### src/rtl/multilevel_queue_quota_scheduler_macros.svh
// Assertion helpers used by the scheduler controller RTL (mlqs_ctrl).
`ifndef MULTILEVEL_QUEUE_QUOTA_SCHEDULER_MACROS_SVH
`define MULTILEVEL_QUEUE_QUOTA_SCHEDULER_MACROS_SVH

`ifndef SYNTHESIS

`define MLQS_ASSERT(name, clk, rst, expr) \
   name: assert property (@(posedge clk) disable iff (rst) (expr)) \
      else $error("mlqs assertion failed");

`define MLQS_ASSERT_IMP(name, clk, rst, ante, cons) \
   name: assert property (@(posedge clk) disable iff (rst) (ante) |-> (cons)) \
      else $error("mlqs implication failed");

`define MLQS_ASSERT_NXT(name, clk, rst, ante, cons) \
   name: assert property (@(posedge clk) disable iff (rst) (ante) |=> (cons)) \
      else $error("mlqs next-cycle check failed");

`else

`define MLQS_ASSERT(name, clk, rst, expr)

`define MLQS_ASSERT_IMP(name, clk, rst, ante, cons)

`define MLQS_ASSERT_NXT(name, clk, rst, ante, cons)

`endif

`endif

### src/rtl/mlqs_pkg.sv
`default_nettype none

package mlqs_pkg;

   localparam int ID_W_PORT    = 8;
   localparam int LVL_W_PORT   = 3;
   localparam int LVL_PORT_MAX = 1 << LVL_W_PORT;

   localparam logic MODE_ENQ = 1'b0;
   localparam logic MODE_GET = 1'b1;

   // controller to datapath
   typedef struct packed {
      logic capture;
      logic exec;
      logic load;
   } cmd_type;

endpackage

`default_nettype wire

### src/rtl/multilevel_queue_quota_scheduler.sv
// Channel   Handshake             Fields                                             Dir
// request   req_valid/req_ready   mode, priority_req, process_id                     in
// response  rsp_valid/rsp_ready   got_valid, got_id, got_level, dropped, all_empty   out
//
// Each transfer passes capture, level decision with the id memory access,
// then result load; one request is in flight at a time.
// A new request is taken while the previous response still waits; a stalled
// response holds the load of the next one until it is taken.
// Synchronous reset empties every level FIFO and selects level 0 with a full
// quota; the id memory is not cleared.
`default_nettype none

module multilevel_queue_quota_scheduler
   import mlqs_pkg::*;
#(
   parameter int LEVELS     = 8,
   parameter int FIFO_DEPTH = 16,
   parameter int ID_BITS    = 8
) (
   input  wire logic                    clock,
   input  wire logic                    reset,
   input  wire logic                    req_valid,
   output logic                         req_ready,
   input  wire logic                    req_mode,
   input  wire logic [LVL_W_PORT-1:0]   req_priority_req,
   input  wire logic [ID_W_PORT-1:0]    req_process_id,
   output logic                         rsp_valid,
   input  wire logic                    rsp_ready,
   output logic                         rsp_got_valid,
   output logic [ID_W_PORT-1:0]         rsp_got_id,
   output logic [LVL_W_PORT-1:0]        rsp_got_level,
   output logic                         rsp_dropped,
   output logic                         rsp_all_empty
);

   cmd_type cmd;

   mlqs_ctrl u_ctrl (
      .clock     (clock),
      .reset     (reset),
      .req_valid (req_valid),
      .req_ready (req_ready),
      .rsp_valid (rsp_valid),
      .rsp_ready (rsp_ready),
      .cmd       (cmd)
   );

   mlqs_datapath #(
      .LEVELS     (LEVELS),
      .FIFO_DEPTH (FIFO_DEPTH),
      .ID_BITS    (ID_BITS)
   ) u_datapath (
      .clock            (clock),
      .reset            (reset),
      .cmd              (cmd),
      .req_mode         (req_mode),
      .req_priority_req (req_priority_req),
      .req_process_id   (req_process_id),
      .rsp_got_valid    (rsp_got_valid),
      .rsp_got_id       (rsp_got_id),
      .rsp_got_level    (rsp_got_level),
      .rsp_dropped      (rsp_dropped),
      .rsp_all_empty    (rsp_all_empty)
   );

endmodule

`default_nettype wire

### src/rtl/mlqs_ctrl.sv
`default_nettype none

`include "multilevel_queue_quota_scheduler_macros.svh"

module mlqs_ctrl
   import mlqs_pkg::*;
(
   input  wire logic    clock,
   input  wire logic    reset,
   input  wire logic    req_valid,
   output logic         req_ready,
   output logic         rsp_valid,
   input  wire logic    rsp_ready,
   output cmd_type      cmd
);

   typedef enum logic [1:0] {
      ST_IDLE,
      ST_EXEC,
      ST_DONE
   } state_type;

   state_type state_ff, state_in;
   logic      rsp_valid_ff, rsp_valid_in;

   always_comb begin
      cmd.capture = req_valid && req_ready;
      cmd.exec    = (state_ff == ST_EXEC);
      // result register is free, or is being emptied this cycle
      cmd.load    = (state_ff == ST_DONE) && (!rsp_valid_ff || rsp_ready);
   end

   always_comb begin
      state_in     = state_ff;
      rsp_valid_in = rsp_valid_ff && !rsp_ready;
      unique case (state_ff)
         ST_IDLE: begin
            if (cmd.capture) begin
               state_in = ST_EXEC;
            end
         end
         ST_EXEC: begin
            state_in = ST_DONE;
         end
         ST_DONE: begin
            if (cmd.load) begin
               state_in     = ST_IDLE;
               rsp_valid_in = 1'b1;
            end
         end
         default: begin
            state_in = ST_IDLE;
         end
      endcase
   end

   always_ff @(posedge clock) begin
      if (reset) begin
         state_ff     <= ST_IDLE;
         rsp_valid_ff <= 1'b0;
      end else begin
         state_ff     <= state_in;
         rsp_valid_ff <= rsp_valid_in;
      end
   end

   assign req_ready = (state_ff == ST_IDLE) && !reset;
   assign rsp_valid = rsp_valid_ff;

   `MLQS_ASSERT_NXT(a_capture_to_exec, clock, reset, cmd.capture, state_ff == ST_EXEC)
   `MLQS_ASSERT_NXT(a_exec_to_done, clock, reset, state_ff == ST_EXEC, state_ff == ST_DONE)
   `MLQS_ASSERT_NXT(a_load_shows_result, clock, reset, cmd.load, rsp_valid_ff)
   `MLQS_ASSERT_NXT(a_done_waits_on_stall, clock, reset,
      (state_ff == ST_DONE) && rsp_valid_ff && !rsp_ready, state_ff == ST_DONE)

endmodule

`default_nettype wire

### src/rtl/mlqs_datapath.sv
`default_nettype none

module mlqs_datapath
   import mlqs_pkg::*;
#(
   parameter int LEVELS     = 8,
   parameter int FIFO_DEPTH = 16,
   parameter int ID_BITS    = 8
) (
   input  wire logic                    clock,
   input  wire logic                    reset,
   input  wire cmd_type                 cmd,
   input  wire logic                    req_mode,
   input  wire logic [LVL_W_PORT-1:0]   req_priority_req,
   input  wire logic [ID_W_PORT-1:0]    req_process_id,
   output logic                         rsp_got_valid,
   output logic [ID_W_PORT-1:0]         rsp_got_id,
   output logic [LVL_W_PORT-1:0]        rsp_got_level,
   output logic                         rsp_dropped,
   output logic                         rsp_all_empty
);

   // only levels the request field can address ever hold anything
   localparam int NL        = (LEVELS < LVL_PORT_MAX) ? LEVELS : LVL_PORT_MAX;
   localparam int LV_W      = $clog2(NL);
   localparam int PTR_W     = $clog2(FIFO_DEPTH);
   localparam int CNT_W     = $clog2(FIFO_DEPTH + 1);
   localparam int SLOT_W    = $clog2(LEVELS + 1);
   localparam int STORE_W   = (ID_BITS < ID_W_PORT) ? ID_BITS : ID_W_PORT;
   localparam int MEM_DEPTH = NL * FIFO_DEPTH;
   localparam int ADDR_W    = $clog2(MEM_DEPTH);

   logic [STORE_W-1:0] store_ff [MEM_DEPTH];
   logic [STORE_W-1:0] rdata_ff;

   logic                  mode_ff;
   logic [LVL_W_PORT-1:0] lvl_ff;
   logic [STORE_W-1:0]    id_ff;

   logic [PTR_W-1:0]  head_ff  [NL];
   logic [PTR_W-1:0]  head_in  [NL];
   logic [PTR_W-1:0]  tail_ff  [NL];
   logic [PTR_W-1:0]  tail_in  [NL];
   logic [CNT_W-1:0]  count_ff [NL];
   logic [CNT_W-1:0]  count_in [NL];
   logic [LV_W-1:0]   cur_ff, cur_in;
   logic [SLOT_W-1:0] slots_ff, slots_in;

   logic              x_valid_ff, x_valid_in;
   logic [LV_W-1:0]   x_level_ff, x_level_in;
   logic              x_drop_ff, x_drop_in;

   logic                  rsp_got_valid_ff;
   logic [ID_W_PORT-1:0]  rsp_got_id_ff;
   logic [LVL_W_PORT-1:0] rsp_got_level_ff;
   logic                  rsp_dropped_ff;
   logic                  rsp_all_empty_ff;

   logic [NL-1:0]   nonempty;
   logic            any_nonempty;
   logic            hi_found, lo_found;
   logic [LV_W-1:0] hi_lvl, lo_lvl;
   logic            in_range, enq_ok;
   logic [LV_W-1:0] enq_lvl;
   logic [LV_W-1:0] pop_lvl;
   logic            mem_we, mem_re;
   logic [ADDR_W-1:0] waddr, raddr;

   always_comb begin
      for (int i = 0; i < NL; i++) begin
         nonempty[i] = (count_ff[i] != '0);
      end
   end

   assign any_nonempty = |nonempty;

   // descending scan: the last hit is the highest-priority candidate
   always_comb begin
      hi_found = 1'b0;
      hi_lvl   = '0;
      lo_found = 1'b0;
      lo_lvl   = '0;
      for (int i = NL - 1; i >= 0; i--) begin
         if (nonempty[i] && (LV_W'(i) < cur_ff)) begin
            hi_found = 1'b1;
            hi_lvl   = LV_W'(i);
         end
         if (nonempty[i] && (LV_W'(i) > cur_ff)) begin
            lo_found = 1'b1;
            lo_lvl   = LV_W'(i);
         end
      end
   end

   assign in_range = ({1'b0, lvl_ff} < (LVL_W_PORT + 1)'(NL));
   assign enq_lvl  = in_range ? lvl_ff[LV_W-1:0] : '0;
   assign enq_ok   = in_range && (count_ff[enq_lvl] != CNT_W'(FIFO_DEPTH));

   // level choice for a get; slots quota below preemption
   always_comb begin
      pop_lvl  = cur_ff;
      cur_in   = cur_ff;
      slots_in = slots_ff;
      priority if (hi_found) begin
         pop_lvl  = hi_lvl;
         cur_in   = hi_lvl;
         slots_in = SLOT_W'(LEVELS - 1) - SLOT_W'(hi_lvl);
      end else if (nonempty[cur_ff] && (slots_ff != '0)) begin
         slots_in = slots_ff - 1'b1;
      end else if (lo_found) begin
         pop_lvl  = lo_lvl;
         cur_in   = lo_lvl;
         slots_in = SLOT_W'(LEVELS - 1) - SLOT_W'(lo_lvl);
      end else begin
         // current level served anyway, quota left as is
         pop_lvl = cur_ff;
      end
   end

   assign waddr = ADDR_W'(enq_lvl) * ADDR_W'(FIFO_DEPTH) + ADDR_W'(tail_ff[enq_lvl]);
   assign raddr = ADDR_W'(pop_lvl) * ADDR_W'(FIFO_DEPTH) + ADDR_W'(head_ff[pop_lvl]);

   always_comb begin
      head_in  = head_ff;
      tail_in  = tail_ff;
      count_in = count_ff;
      mem_we   = 1'b0;
      mem_re   = 1'b0;
      if (cmd.exec) begin
         if ((mode_ff == MODE_ENQ) && enq_ok) begin
            mem_we            = 1'b1;
            tail_in[enq_lvl]  = (tail_ff[enq_lvl] == PTR_W'(FIFO_DEPTH - 1)) ?
                                '0 : tail_ff[enq_lvl] + 1'b1;
            count_in[enq_lvl] = count_ff[enq_lvl] + 1'b1;
         end else if ((mode_ff == MODE_GET) && any_nonempty) begin
            mem_re            = 1'b1;
            head_in[pop_lvl]  = (head_ff[pop_lvl] == PTR_W'(FIFO_DEPTH - 1)) ?
                                '0 : head_ff[pop_lvl] + 1'b1;
            count_in[pop_lvl] = count_ff[pop_lvl] - 1'b1;
         end
      end
   end

   assign x_valid_in = (mode_ff == MODE_GET) && any_nonempty;
   assign x_level_in = x_valid_in ? pop_lvl : '0;
   assign x_drop_in  = (mode_ff == MODE_ENQ) && !enq_ok;

   always_ff @(posedge clock) begin
      if (mem_we) begin
         store_ff[waddr] <= id_ff;
      end
      if (mem_re) begin
         rdata_ff <= store_ff[raddr];
      end
   end

   always_ff @(posedge clock) begin
      if (reset) begin
         head_ff  <= '{default: '0};
         tail_ff  <= '{default: '0};
         count_ff <= '{default: '0};
         cur_ff   <= '0;
         slots_ff <= SLOT_W'(LEVELS);
      end else begin
         head_ff  <= head_in;
         tail_ff  <= tail_in;
         count_ff <= count_in;
         if (cmd.exec && x_valid_in) begin
            cur_ff   <= cur_in;
            slots_ff <= slots_in;
         end
      end
   end

   always_ff @(posedge clock) begin
      if (cmd.capture) begin
         mode_ff <= req_mode;
         lvl_ff  <= req_priority_req;
         id_ff   <= req_process_id[STORE_W-1:0];
      end
      if (cmd.exec) begin
         x_valid_ff <= x_valid_in;
         x_level_ff <= x_level_in;
         x_drop_ff  <= x_drop_in;
      end
      // counts already hold this item's update when the result is loaded
      if (cmd.load) begin
         rsp_got_valid_ff <= x_valid_ff;
         rsp_got_id_ff    <= x_valid_ff ? ID_W_PORT'(rdata_ff) : '0;
         rsp_got_level_ff <= LVL_W_PORT'(x_level_ff);
         rsp_dropped_ff   <= x_drop_ff;
         rsp_all_empty_ff <= !any_nonempty;
      end
   end

   assign rsp_got_valid = rsp_got_valid_ff;
   assign rsp_got_id    = rsp_got_id_ff;
   assign rsp_got_level = rsp_got_level_ff;
   assign rsp_dropped   = rsp_dropped_ff;
   assign rsp_all_empty = rsp_all_empty_ff;

endmodule

`default_nettype wire

### config.mk
export PLATFORM = sky130hd
export DESIGN_NAME = multilevel_queue_quota_scheduler
export DESIGN_NICKNAME = d
export VERILOG_FILES = /design/src/rtl/mlqs_pkg.sv /design/src/rtl/multilevel_queue_quota_scheduler.sv /design/src/rtl/mlqs_ctrl.sv /design/src/rtl/mlqs_datapath.sv
export VERILOG_INCLUDE_DIRS = /design/src /design/src/rtl
export SDC_FILE = /design/constraint.sdc
export NUM_CORES = 2
export LEC_CHECK = 0
export ABC_AREA = 0
export BUFFER_PORTS_ARGS = -buffer_cell sky130_fd_sc_hd__buf_2
export CORE_MARGIN = 1.5
export CORE_UTILIZATION = 60
export CTS_BUF_LIST = sky130_fd_sc_hd__clkbuf_2 sky130_fd_sc_hd__clkbuf_4 sky130_fd_sc_hd__clkbuf_8
export CTS_CLUSTER_DIAMETER = 100
export DETAILED_ROUTE_END_ITERATION = 6
export PLACE_DENSITY = 0.76
export REMOVE_ABC_BUFFERS = 1
export SLEW_MARGIN = 20
export SYNTH_ARGS = -nofsm -noshare
export SYNTH_HDL_FRONTEND = slang
export SYNTH_SLANG_ARGS = --single-unit
### constraint.sdc
create_clock -name clock -period 6.5 [get_ports clock]
set_input_delay 0.325 -clock clock [delete_from_list [all_inputs] [get_ports clock]]
set_output_delay 0.325 -clock clock [all_outputs]
set_load 0.02 [all_outputs]
==> impl_metrics.yaml <==
setup_path:
  crit_path_max_fanout: 42
  cp-start-kind: "register"
  crit_buf_inv: 3
  path_class: "reg2reg"
  end_kind: "register"
  worst_ep_required_time_ns: 7.12
  crit_arrival_ns: 7.04
  crit_slowest_cell: "a32oi_1"
  slowest_delay_ns: 0.63
  path_delay_family: "simple AND/OR/NAND/NOR gates"
  path_cells: "or4_1 -> or2_1 -> o2111a_1 -> o41ai_2 -> nand4_1 -> a31oi_2 -> buf_4 -> o21ai_1 -> o21ai_1 -> and2_4 -> clkinv_8 -> nor2_4 -> buf_4 -> a221oi_1 -> a32oi_1 -> nand4_1 -> nor3_1 -> nand3_1"
power_and_ir_drop:
  seqPwrFrac_pct: 42.4
  swShare_pct: 33.3
  powerDensity_nw_per_um2: 351
  pwr-share-comb_pct: 25.7
  total_power_mw: 19.6
  p_leak_nw: 19.2
  vdd_ir_drop_max_v: 0.000264
  cellInternalPower_mw: 13.1
  p_sw_mw: 6.51
  power.share.clock_pct: 31.9
logic_synthesis:
  synth_area_leaders: "edfxtp_1 64%, nand2_1 6.9%, dfxtp_1 4.6%, nand3_1 4.3%, mux2i_1 4.2%"
  syn_area_um2: 49700
  syn-mean-instance-area_um2: 12.2
  synth_flop_cell: "edfxtp_1"
  syn_inst: 4073
  yosys_warnings: 0
  yosysTopAreaCellShare_pct: 64.2
  ys_seq_area_share_pct: 68.8
  synth_edf_count: 1063
  synth-async-reset-ratio_pct: 0
  synth_top_area_cell: "edfxtp_1"
  synth.ff_latch_count: 1177
  ys_types: 96
run:
  max_cap_violations: 0
sta:
  drv_slew: 0
  period_needed_ns: 6.42
  max-slew-margin-rel_pct: 22.7
  period_share_pct: 98.8
  hold_viol_final: 0
  tightestPinTransition_ns: 1.15
  tns_ns: 0
  fmaxAchievable_ghz: 0.156
  grt_setup_unrepaired: "false"
  setup_viol: 0
  holdWs_ns: 0.182
  finalClockSkew_ns: 0.0523
clocking:
  clockRootBuffer: "clkbuf_8"
  cts_tree: "yes"
  htreeDepth: 4
  clock_path_buffers: 3
  clock-sinks: 1177
  cts_made_buffers: 184
  clk_latency_ns: 0.89
  post-cts-setup-buffers: 0
  clkTransAtPathRegs_ns: 0.07
detailed_routing:
  wl_per_cell_um: 28.6
  num_vias: 36201
  drt-vias-per-instance: 6.57
  drt-initial-drc-count: 5795
  drc: 1
  antenna_left: 0
  wl_um: 157000
  firstDrtPassIters: 7
layout:
  postLayoutCoreUtil_pct: 68.0
  multi_input_area_um2: 14300
  area_delta_synth_final_pct: 12.1
  drive_gt1_share_pct: 13.8
  regArea_um2: 34200
  nets: 4317
  fillers: 5846
  final_cells: 5509
  layout_commonest_cell: "edfxtp_1"
  final_cell_mix: "1063 x edfxtp_1, 917 x nand2_1, 431 x nand3_1"
run_status:
  failed_checks: "design-rule violations"
  status: "finished, violations left"
placement:
  place.gp.congestion: 1.01
  place_hpwl_um: 103000
  dp_cells: 5162
  portBuffers: 31
grt:
  grt_max_degree: 81
  grt_overflow_total: 0
  antenna_found_initial: 6
  grt_pass1_wl_um: 229000
  grt_use_total_pct: 37.1
  grt_pass1_vias: 34183
die:
  initial_core_util_pct: 60.6
  fp.coreArea_um2: 82000
  die_area_um2: 84600
  die_x_um: 291
  row_count: 105
  die_height_um: 291
  ios: 32
worst_hold_path:
  hold_class: "in2reg"
[synth_stat cells (all sizes together) (9+ instances only)]
cell,n
edfxtp,1063
o21ai,79
a22oi,53
nor4,17
clkbuf,92
a311oi,9
and3,45
a21oi,138
o221ai,11
o2111ai,18
inv,26
nand3,431
nor2,327
nand4,40
a211oi,18
o22ai,31
nor3,38
a221oi,20
a2111oi,10
mux2,12
a31oi,20
dfxtp,114
a32oi,9
buf,140
nand3b,21
mux2i,212
and2,18
nand2,924
[routing by layer]
| metal | track usage (%) | wire length (um) | up-vias | share of wire [%] |
|---|---|---|---|---|
| met5 | 0.113 | 41 | - | 0.026 |
| met4 | 20.6 | 9270 | 6 | 5.9 |
| met3 | 11.1 | 21400 | 497 | 14 |
| met2 | 54.5 | 69600 | 2665 | 44 |
| met1 | 49.8 | 57100 | 17540 | 36 |
| li1 | - | - | 15493 | - |
[stage by stage]
step | worst slack [ns] | instance area, um2
6_report | 0.0752 | 55700
5_1_grt | 0.0489 | 55700
4_1_cts | 0.299 | 55700
3_5_place_dp | 0.311 | 51900
2_1_floorplan | -6.68 | 48500
3_3_place_gp | 0.499 | 51900
[flip-flops by register name (all words and copies together), names as in the netlist]
register and cells:
u_datapath.store_ff 1024, u_datapath.count_ff 40, u_datapath.head_ff 32, u_datapath.tail_ff 32, u_datapath.id_ff 8, u_datapath.rdata_ff 8, u_datapath.rsp_got_id 8, u_datapath.slots_ff 4
u_datapath.cur_ff 3, u_datapath.enq_lvl 3, u_datapath.rsp_got_level 3, u_datapath.x_level_ff 3, u_ctrl.state_ff 2, u_ctrl.rsp_valid 1, u_datapath.mode_ff 1, u_datapath.rsp_all_empty 1
u_datapath.rsp_dropped 1, u_datapath.rsp_got_valid 1, u_datapath.x_drop_ff 1, u_datapath.x_valid_ff 1
[power by group through the flow]
stage	clock network [mW]	logic (mW)	registers [mW]
after floorplan	0	3.03	8.48
after global placement	0	4.81	8.45
after detailed placement	0	4.85	8.45
after CTS	6.24	4.88	8.29
after global routing	6.57	5.27	8.29
final	6.23	5.03	8.29
[cell type report]
cell class                 instances  area share [%]
antenna                            4          0.0180
clock buffer                     265            5.76
clock inverter                    61           0.770
inverter                          27           0.218
multi-input combinational       2637            25.6
sequential                      1177            61.4
tap                             1070            2.40
timing repair buffer             268            3.88
[path summary, 6_finish.rpt]
kind,start,slack (ns),depth (start not counted),to
max,u_datapath.count_ff[9]$_SDFFE_PP0P_,0.08,18,u_datapath.rdata_ff[0]$_DFFE_PP_
max reg2reg,u_datapath.count_ff[9]$_SDFFE_PP0P_,0.08,18,u_datapath.rdata_ff[0]$_DFFE_PP_
min,req_process_id[7],0.18,2,u_datapath.id_ff[7]$_DFFE_PP_
min reg2reg,u_datapath.x_drop_ff$_DFFE_PP_,0.42,0,u_datapath.rsp_dropped$_DFFE_PP_
[kinds of logic after synthesis]
family / count (synthesis) / synth area share (%)
and+or+nand+nor: 1903 / 16.7
xor gates and xnor gates: 9 / 0.159
buffers and inverters: 259 / 2.64
DFF: 1177 / 68.8
adders and majority gates: 6 / 0.151
muxes: 226 / 4.64
AOI/OAI and AO/OA: 493 / 6.85
[repair_timing]
item	4_1_cts	5_1_grt
hold buffers	16	0
endpoints found under the hold margin	51	0
gates resized for setup	0	1
setup endpoints to repair	0	1
Note: power is estimated with default switching activity, not from simulation.
